$ cat config.mk
export PLATFORM = sky130hd
export DESIGN_NAME = best_fit_block_cache_allocator_flat
export DESIGN_NICKNAME = d
export VERILOG_FILES = /design/src/sv/bfa_pkg.sv /design/src/sv/bfa_req_if.sv /design/src/sv/bfa_rsp_if.sv /design/src/sv/bfa_ram.sv /design/src/sv/best_fit_block_cache_allocator.sv /design/src/flat_wrapper.sv
export SDC_FILE = /design/constraint.sdc
export NUM_CORES = 2
export LEC_CHECK = 0
export ABC_CLOCK_PERIOD_IN_PS = 10700
export CAP_MARGIN = 15
export CORE_MARGIN = 2
export CORE_UTILIZATION = 55
export DETAILED_ROUTE_END_ITERATION = 12
export DONT_BUFFER_PORTS = 1
export HOLD_SLACK_MARGIN = 0.05
export PLACE_DENSITY = 0.68
export SETUP_SLACK_MARGIN = 0.2
export SYNTH_ARGS = -nofsm -noshare
export SYNTH_HDL_FRONTEND = slang
export SYNTH_SLANG_ARGS = --single-unit
$ cat constraint.sdc
create_clock -name clk -period 10.7 [get_ports clk]
set_input_delay 0.535 -clock clk [delete_from_list [all_inputs] [get_ports clk]]
set_output_delay 0.535 -clock clk [all_outputs]
set_load 0.03 [all_outputs]
$ cat src/sv/bfa_pkg.sv
// Package for the best-fit block cache allocator.
// Types, status codes and register indexes; no dependencies.
package bfa_pkg;

	localparam int DATA_W = 32;

	typedef enum logic [2:0] {
		ST_REUSED    = 3'd0,
		ST_NEW       = 3'd1,
		ST_EXHAUSTED = 3'd2,
		ST_FULL      = 3'd3,
		ST_FREED     = 3'd4,
		ST_UNTRACKED = 3'd5,
		ST_NULL      = 3'd6
	} status_t;

	localparam logic REQ_ALLOC   = 1'b0;
	localparam logic REQ_RELEASE = 1'b1;

	localparam logic REG_CAPACITY     = 1'b0;
	localparam logic REG_BASE_ADDRESS = 1'b1;

	localparam logic [DATA_W-1:0] CAPACITY_RST = 32'hFFFF_FFFF;
	localparam logic [DATA_W-1:0] BASE_RST     = 32'h0001_0000;

	typedef struct packed {
		logic              free;
		logic [DATA_W-1:0] size;
		logic [DATA_W-1:0] addr;
	} entry_t;

	typedef enum logic [2:0] {
		FSM_IDLE   = 3'b001,
		FSM_SCAN   = 3'b010,
		FSM_COMMIT = 3'b100
	} fsm_t;

endpackage

$ cat src/sv/bfa_req_if.sv
// Request channel of the block allocator.
// Depends on bfa_pkg.
interface bfa_req_if import bfa_pkg::*; ();
	logic              valid;
	logic              ready;
	logic              req_type;
	logic [DATA_W-1:0] request_size;
	logic [DATA_W-1:0] release_address;

	modport source (output valid, req_type, request_size, release_address, input ready);
	modport sink (input valid, req_type, request_size, release_address, output ready);
endinterface

$ cat src/sv/bfa_rsp_if.sv
// Response channel of the block allocator.
// Depends on bfa_pkg.
interface bfa_rsp_if import bfa_pkg::*; ();
	logic              valid;
	logic              ready;
	logic [2:0]        status;
	logic [DATA_W-1:0] granted_address;
	logic [DATA_W-1:0] available_bytes;

	modport source (output valid, status, granted_address, available_bytes, input ready);
	modport sink (input valid, status, granted_address, available_bytes, output ready);
endinterface

$ cat src/sv/bfa_ram.sv
// Generic single-port-write, single-port-read RAM with registered read.
// No dependencies.
module bfa_ram #(
	parameter int WIDTH = 8,
	parameter int DEPTH = 16
) (
	input  logic                                   clk,
	input  logic                                   we,
	input  logic [(DEPTH > 1 ? $clog2(DEPTH) : 1)-1:0] waddr,
	input  logic [WIDTH-1:0]                       wdata,
	input  logic [(DEPTH > 1 ? $clog2(DEPTH) : 1)-1:0] raddr,
	output logic [WIDTH-1:0]                       rdata
);
	logic [WIDTH-1:0] mem [DEPTH];

	always_ff @(posedge clk) begin
		if (we) begin
			mem[waddr] <= wdata;
		end
		rdata <= mem[raddr];
	end
endmodule

$ cat src/sv/best_fit_block_cache_allocator.sv
// Best-fit caching block allocator, top level.
// Depends on bfa_pkg, bfa_req_if, bfa_rsp_if and bfa_ram.
//
// Each word on req is an allocate or a release. The block table lives in one
// RAM; a request scans the used entries one per cycle through a single
// compare unit, then commits and loads the response register once that
// register is free. The scan is skipped when the table is empty or a null
// release is given. req is ready only while no request is in flight; a
// finished response may still wait on rsp while the next request is taken.
// The user must see that capacity and base_address are written only while
// the block is idle; the block itself does not enforce this.
module best_fit_block_cache_allocator import bfa_pkg::*; #(
	parameter int TABLE_DEPTH = 16
) (
	input  logic              clk,
	input  logic              arst_n,
	input  logic              cfg_we,
	input  logic              cfg_index,
	input  logic [DATA_W-1:0] cfg_data,
	bfa_req_if.sink           req,
	bfa_rsp_if.source         rsp
);
	localparam int IW = (TABLE_DEPTH > 1) ? $clog2(TABLE_DEPTH) : 1;
	localparam int CW = $clog2(TABLE_DEPTH + 1);
	localparam logic [CW-1:0] DEPTH_C = CW'(TABLE_DEPTH);

	fsm_t              state_q;
	logic [DATA_W-1:0] capacity_q, base_q, claimed_q, avail_q;
	logic              over_q;
	logic [CW-1:0]     used_q, idx_q;
	logic              type_q;
	logic [DATA_W-1:0] size_q, rel_q;

	logic              rd_valid_s1;
	logic [IW-1:0]     rd_idx_s1;
	entry_t            rd_entry;

	logic              found_q;
	logic [IW-1:0]     best_idx_q;
	logic [DATA_W-1:0] best_size_q, best_addr_q;

	logic              rsp_valid_q;
	status_t           status_q;
	logic [DATA_W-1:0] grant_q, avail_out_q;

	logic              accept, issue, hit, fit, match, commit_go;
	logic              is_null, exhausted, table_full;
	logic [DATA_W-1:0] new_addr;
	logic              we;
	logic [IW-1:0]     waddr;
	entry_t            wdata;
	status_t           res_status;
	logic [DATA_W-1:0] res_grant, res_avail;

	bfa_ram #(.WIDTH($bits(entry_t)), .DEPTH(TABLE_DEPTH)) u_table (
		.clk   (clk),
		.we    (we),
		.waddr (waddr),
		.wdata (wdata),
		.raddr (idx_q[IW-1:0]),
		.rdata (rd_entry)
	);

	assign req.ready = (state_q == FSM_IDLE);
	assign accept    = req.valid && req.ready;
	assign issue     = (state_q == FSM_SCAN) && (idx_q < used_q);

	assign fit   = rd_entry.free && (rd_entry.size >= size_q)
		&& (!found_q || (rd_entry.size < best_size_q));
	assign match = !found_q && (rd_entry.addr == rel_q);
	assign hit   = rd_valid_s1 && ((type_q == REQ_ALLOC) ? fit : match);

	assign commit_go  = (state_q == FSM_COMMIT) && (!rsp_valid_q || rsp.ready);
	assign is_null    = (rel_q == '0);
	assign exhausted  = over_q || (size_q > avail_q);
	assign table_full = (used_q >= DEPTH_C);
	assign new_addr   = base_q + claimed_q;

	always_comb begin
		we         = 1'b0;
		waddr      = best_idx_q;
		wdata      = '{free: 1'b0, size: best_size_q, addr: best_addr_q};
		res_status = ST_UNTRACKED;
		res_grant  = '0;
		res_avail  = avail_q;
		if (type_q == REQ_ALLOC) begin
			if (found_q) begin
				we         = commit_go;
				res_status = ST_REUSED;
				res_grant  = best_addr_q;
			end else if (exhausted) begin
				res_status = ST_EXHAUSTED;
			end else if (table_full) begin
				res_status = ST_FULL;
			end else begin
				we         = commit_go;
				waddr      = used_q[IW-1:0];
				wdata      = '{free: 1'b0, size: size_q, addr: new_addr};
				res_status = ST_NEW;
				res_grant  = new_addr;
				res_avail  = avail_q - size_q;
			end
		end else begin
			if (is_null) begin
				res_status = ST_NULL;
			end else if (found_q) begin
				we         = commit_go;
				wdata.free = 1'b1;
				res_status = ST_FREED;
			end
		end
	end

	// headroom, registered after any change of capacity or claimed bytes
	always_ff @(posedge clk) begin
		over_q  <= (capacity_q < claimed_q);
		avail_q <= (capacity_q < claimed_q) ? '0 : capacity_q - claimed_q;
	end

	always_ff @(posedge clk or negedge arst_n) begin
		if (!arst_n) begin
			capacity_q <= CAPACITY_RST;
			base_q     <= BASE_RST;
		end else if (cfg_we) begin
			unique case (cfg_index)
				REG_CAPACITY:     capacity_q <= cfg_data;
				REG_BASE_ADDRESS: base_q     <= cfg_data;
				default:          ;
			endcase
		end
	end

	always_ff @(posedge clk or negedge arst_n) begin
		if (!arst_n) begin
			state_q     <= FSM_IDLE;
			used_q      <= '0;
			claimed_q   <= '0;
			idx_q       <= '0;
			rd_valid_s1 <= 1'b0;
			found_q     <= 1'b0;
			rsp_valid_q <= 1'b0;
		end else begin
			if (commit_go) begin
				rsp_valid_q <= 1'b1;
			end else if (rsp.ready) begin
				rsp_valid_q <= 1'b0;
			end
			unique case (state_q)
				FSM_IDLE: begin
					if (accept) begin
						idx_q       <= '0;
						rd_valid_s1 <= 1'b0;
						found_q     <= 1'b0;
						if ((req.req_type == REQ_RELEASE && req.release_address == '0)
							|| used_q == '0) begin
							state_q <= FSM_COMMIT;
						end else begin
							state_q <= FSM_SCAN;
						end
					end
				end
				FSM_SCAN: begin
					rd_valid_s1 <= issue;
					if (issue) begin
						idx_q <= idx_q + 1'b1;
					end else begin
						state_q <= FSM_COMMIT;
					end
					if (hit) begin
						found_q <= 1'b1;
					end
				end
				FSM_COMMIT: begin
					if (commit_go) begin
						state_q <= FSM_IDLE;
						if (type_q == REQ_ALLOC && res_status == ST_NEW) begin
							used_q    <= used_q + 1'b1;
							claimed_q <= claimed_q + size_q;
						end
					end
				end
				default: state_q <= FSM_IDLE;
			endcase
		end
	end

	always_ff @(posedge clk) begin
		if (accept) begin
			type_q <= req.req_type;
			size_q <= req.request_size;
			rel_q  <= req.release_address;
		end
		rd_idx_s1 <= idx_q[IW-1:0];
		if (hit) begin
			best_idx_q  <= rd_idx_s1;
			best_size_q <= rd_entry.size;
			best_addr_q <= rd_entry.addr;
		end
		if (commit_go) begin
			status_q    <= res_status;
			grant_q     <= res_grant;
			avail_out_q <= res_avail;
		end
	end

	assign rsp.valid           = rsp_valid_q;
	assign rsp.status          = status_q;
	assign rsp.granted_address = grant_q;
	assign rsp.available_bytes = avail_out_q;

	a_used_bound: assert property (@(posedge clk) disable iff (!arst_n)
		used_q <= DEPTH_C)
		else $error("table fill count beyond depth");

	a_rsp_from_commit: assert property (@(posedge clk) disable iff (!arst_n)
		$rose(rsp_valid_q) |-> $past(state_q == FSM_COMMIT))
		else $error("response without commit");

	a_new_claims: assert property (@(posedge clk) disable iff (!arst_n)
		(commit_go && type_q == REQ_ALLOC && res_status == ST_NEW)
		|=> claimed_q == $past(claimed_q + size_q) && used_q == $past(used_q + 1'b1))
		else $error("new block not accounted");

	a_busy_not_ready: assert property (@(posedge clk) disable iff (!arst_n)
		accept |=> !req.ready)
		else $error("request taken while busy");
endmodule

$ cat src/flat_wrapper.sv
// flat-port wrapper written by rule: the top's interface ports become plain ports
module best_fit_block_cache_allocator_flat import bfa_pkg::*;
#(
	parameter int TABLE_DEPTH = 16
)
  (clk, arst_n, cfg_we, cfg_index, cfg_data, req_valid, req_req_type, req_request_size, req_release_address, req_ready, rsp_valid, rsp_status, rsp_granted_address, rsp_available_bytes, rsp_ready);
  bfa_req_if req_i ();
  bfa_rsp_if rsp_i ();
  input  logic clk;
  input  logic arst_n;
  input  logic cfg_we;
  input  logic cfg_index;
  input  logic [DATA_W-1:0] cfg_data;
  input wire logic [$bits(req_i.valid)-1:0] req_valid;
  input wire logic [$bits(req_i.req_type)-1:0] req_req_type;
  input wire logic [$bits(req_i.request_size)-1:0] req_request_size;
  input wire logic [$bits(req_i.release_address)-1:0] req_release_address;
  output wire logic [$bits(req_i.ready)-1:0] req_ready;
  output wire logic [$bits(rsp_i.valid)-1:0] rsp_valid;
  output wire logic [$bits(rsp_i.status)-1:0] rsp_status;
  output wire logic [$bits(rsp_i.granted_address)-1:0] rsp_granted_address;
  output wire logic [$bits(rsp_i.available_bytes)-1:0] rsp_available_bytes;
  input wire logic [$bits(rsp_i.ready)-1:0] rsp_ready;
  assign req_i.valid = req_valid;
  assign req_i.req_type = req_req_type;
  assign req_i.request_size = req_request_size;
  assign req_i.release_address = req_release_address;
  assign req_ready = req_i.ready;
  assign rsp_valid = rsp_i.valid;
  assign rsp_status = rsp_i.status;
  assign rsp_granted_address = rsp_i.granted_address;
  assign rsp_available_bytes = rsp_i.available_bytes;
  assign rsp_i.ready = rsp_ready;
  best_fit_block_cache_allocator #(.TABLE_DEPTH(TABLE_DEPTH)) u_core (.clk(clk), .arst_n(arst_n), .cfg_we(cfg_we), .cfg_index(cfg_index), .cfg_data(cfg_data), .req(req_i), .rsp(rsp_i));
endmodule
==> summary.md <==
• average vias per placed instance: 6.33
• Setup Viol. Count Final: 0
• first-pass GRT wire length: 240000 um
• Filler cells: 7795
• Initial DRC Count: 4176
• final clock period utilization by the worst path: 0.567
• proportion of synthesized flip-flops having asynchronous set or reset: 0.0770
• Num CTS Buffers: 148
• largest incremental delay on the critical path: 960 ps
• vias after detailed routing: 34300
• Port Buffers: 0
• DRC errors left: 0
• net count after synthesis: 3893
• leading cell type by number of instances after synthesis: edfxtp_1
• DP Wirelength: 109000 um
• max-capacitance violation count: 0
• cell type with the highest aggregate area in the netlist: edfxtp_1
• Yosys top cell area share: 0.608
• worst setup skew after layout: 29.5 ps
• Total Routed Length: 167000 um
• proportion of layout cells with a drive suffix above 1: 0.199
• highest achievable clock rate: 165 MHz
• GRT Total Usage: 0.297
• via count of the first global-routing pass: 34000
• core region area: 111000 sq um
• share of synthesized area occupied by flip-flops and latches: 0.688
• Crit path buffers/inverters: 2
• worst ir drop on vdd: 0.192 mV
• crit path max fanout: 61
• clock-pin slew reported for the worst setup and hold paths after clock tree synthesis: 60 ps
• critical-path cell list: inv_1 > ha_1 > a21o_1 > a211o_1 > a2111oi_2 > o21ai_1 > a211oi_1 > nor3_1 > nand2_4 > nand3_1 > a21oi_4 > buf_4
• clock sinks: 1454
• number of synthesis warnings: 0
• clock tree root buffer cell: clkbuf_16
• die span in x: 338 um
• Worst EP arrival: 6430 ps
• worst hold stages: 3
• Worst setup EP type: flip-flop
• final count of pins violating max slew: 0
• list of most frequent post-synthesis cells: edfxtp_1, mux4_2, nand2_1
• Synth cell types: 74
• RSZ-0062 raised after global routing: no
• Synth Area per Inst: 17.1 sq um
• crit path time final: 6070 ps
• area of the die: 114000 sq um
• post-synthesis instance area: 61200 sq um
• maximum number of buffers from clock root to sink: 3
• 1st-pass router iterations: 6
• final hold slack: 136 ps
• pin count of the biggest net entering global routing: 113
• transition at the pin with the smallest max-transition slack: 1160 ps
• ANT nets after route: 0
• final estimated routing congestion in global placement: 0.937
• grt total ovfl: 0
• Top delay family on crit path: compound AO/OA/AOI/OAI gates
• clock insertion delay at the later pin of the skew report: 760 ps
• outcome: completed
• initial antenna violation count: 15
• hold violation total from the final report: 0
• gate count of the mapped netlist: 3590
• Initial Util: 0.554
• routed wire length per instance: 30.8 um
• I/O pin cnt: 172
• Std-Cell Rows: 122
• critical path's slowest cell: a21oi_4
• clock tree from TritonCTS: yes
• depth of the worst register-to-register path: 12
• main flop type after synthesis: edfxtp_1
• worst hold path class: in2reg
• leading post-synthesis cells by cell area: edfxtp_1, mux4_2, ha_1
• stages on the worst setup path: 12
• height of the chip: 338 um
• number of nets in the final layout: 4099
• count of H-tree levels built during CTS: 4
• synthesis-stage register bit count: 1454
• Total Negative Setup Slacks: 0 ps
• kind of start point of the critical path: flip-flop
• data required time of the critical path: 11070 ps
• Power Dens Cells: 204 nW/um^2
• worst setup path category: reg2reg
• max_slew headroom: 0.223
• layout overhead on the synthesized area: 13.1%
• EDFF count, synth: 1240
• P_leak: 0.0219 uW
## sequential cells by signal, indices dropped and copies added, names as in the netlist, 3 cells and up
register	count
u_core.rel_q	32
u_core.capacity_q	32
u_core.avail_q	32
u_core.u_table.rdata	65
u_core.rsp.available_bytes	32
u_core.used_q	5
u_core.size_q	32
u_core.u_table.mem	1040
u_core.idx_q	5
u_core.rsp.status	3
u_core.best_size_q	32
u_core.best_addr_q	32
u_core.rd_idx_s1	4
u_core.rsp.granted_address	32
u_core.state_q	3
u_core.base_q	32
u_core.best_idx_q	4
u_core.claimed_q	32
## per-layer routing
metal / global-route usage / wire length (um) / up-vias
met5: 0 / 41 / -
met4: 0.116 / 7060 / 6
met3: 0.0657 / 15000 / 234
met2: 0.450 / 76300 / 1679
met1: 0.424 / 68400 / 17800
li1: - / - / 14600
## worst min-delay path, delay by kind of cell
kind / cells / cell delay, ps
and+or+nand+nor: 2 / 250
AOI/OAI and AO/OA: 1 / 70
## cells in the final DEF, fill, tap and decap left out, types with 13 or more instances in the layout
cell,synthesis,routed
nor2_1,100,99
clkinv_1,0,27
dfstp_2,34,34
nor2b_1,32,31
clkinv_2,0,36
xnor2_1,92,92
mux2_2,72,72
nor4_1,20,20
mux4_2,325,325
o21ai_0,171,170
o21a_1,13,13
a21oi_1,130,114
nand2_1,263,261
a21oi_4,0,16
ha_1,196,196
a31oi_1,15,15
nor3_1,22,22
clkbuf_1,84,26
dlygate4sd3_1,0,99
nand3_1,40,39
nand4_1,44,44
nand2b_1,34,33
clkbuf_16,0,151
dfxtp_1,102,102
edfxtp_1,1240,1240
inv_1,125,124
a21o_1,98,98
buf_4,4,80
xor2_1,52,52
a211oi_1,18,18
dfrtp_1,78,74
## path summary, 6_finish.rpt
path,end,slack (ps),from
worst min-delay path,u_core.idx_q[1],140,req_valid
worst min register to register,u_core.best_idx_q[0],390,u_core.rd_idx_s1[0]
min in group asynchronous,u_core.claimed_q[29],500,arst_n
worst max register to register,u_core.u_table.mem[4][43],4630,u_core.size_q[25]
worst max-delay path,u_core.u_table.mem[4][43],4630,u_core.size_q[25]
max in group asynchronous,u_core.idx_q[3],9730,arst_n
## cell type report
cell class / count / area [sq um] / area share
multi-input cells: 1882 / 18300 / 0.265
inverters: 125 / 470 / 0.00680
clock inverters: 82 / 684 / 0.00989
well taps: 1488 / 1860 / 0.0269
diodes: 12 / 30.0 / 0.000434
flip-flops and latches: 1454 / 42100 / 0.609
clock buffers: 188 / 4030 / 0.0582
repair buffers: 185 / 1680 / 0.0243
## cells by family (layout without fill, tap and decap cells)
logic type | after synthesis | in the layout | synth area share
flip-flops | 1454 | 1454 | 0.688
AND/OR/NAND/NOR | 604 | 604 | 0.0460
XOR/XNOR | 144 | 144 | 0.0206
AO/OA/AOI/OAI | 534 | 534 | 0.0545
other | 0 | 12 | 0
multiplexers | 400 | 400 | 0.133
adder cells (fa/ha/maj) | 200 | 200 | 0.0414
buffers and inverters | 254 | 580 | 0.0162
## timing repair
| action | in CTS | in global routing |
|---|---|---|
| hold buffers | 100 | 0 |
| endpoints found under the hold margin | 242 | 0 |
| resized for setup | 0 | 0 |
| setup buffers | 0 | 0 |
## metrics by stage
stage / instances / setup slack (ps) / instance area (sq um) / total power [uW] / util
2_1_floorplan: 3590 / 3930 / 61200 / 8470 / -
3_3_place_gp: 5030 / 4800 / 63400 / 9170 / 0.574
3_5_place_dp: 5032 / 4720 / 63400 / 9190 / 0.574
4_1_cts: 5402 / 4680 / 69200 / 14200 / 0.626
5_1_grt: 5406 / 4420 / 69200 / 14600 / 0.626
6_report: 5416 / 4630 / 69200 / 14100 / 0.626
## where the power goes
part / switching [uW] / leakage, uW / total, uW / internal (uW)
registers: 303 / 0.0116 / 6750 / 6450
logic: 1330 / 0.00796 / 2390 / 1060
clock network: 2180 / 0.00232 / 4980 / 2810
total: 3810 / 0.0219 / 14100 / 10300
Power figures use the tool's default switching activity.
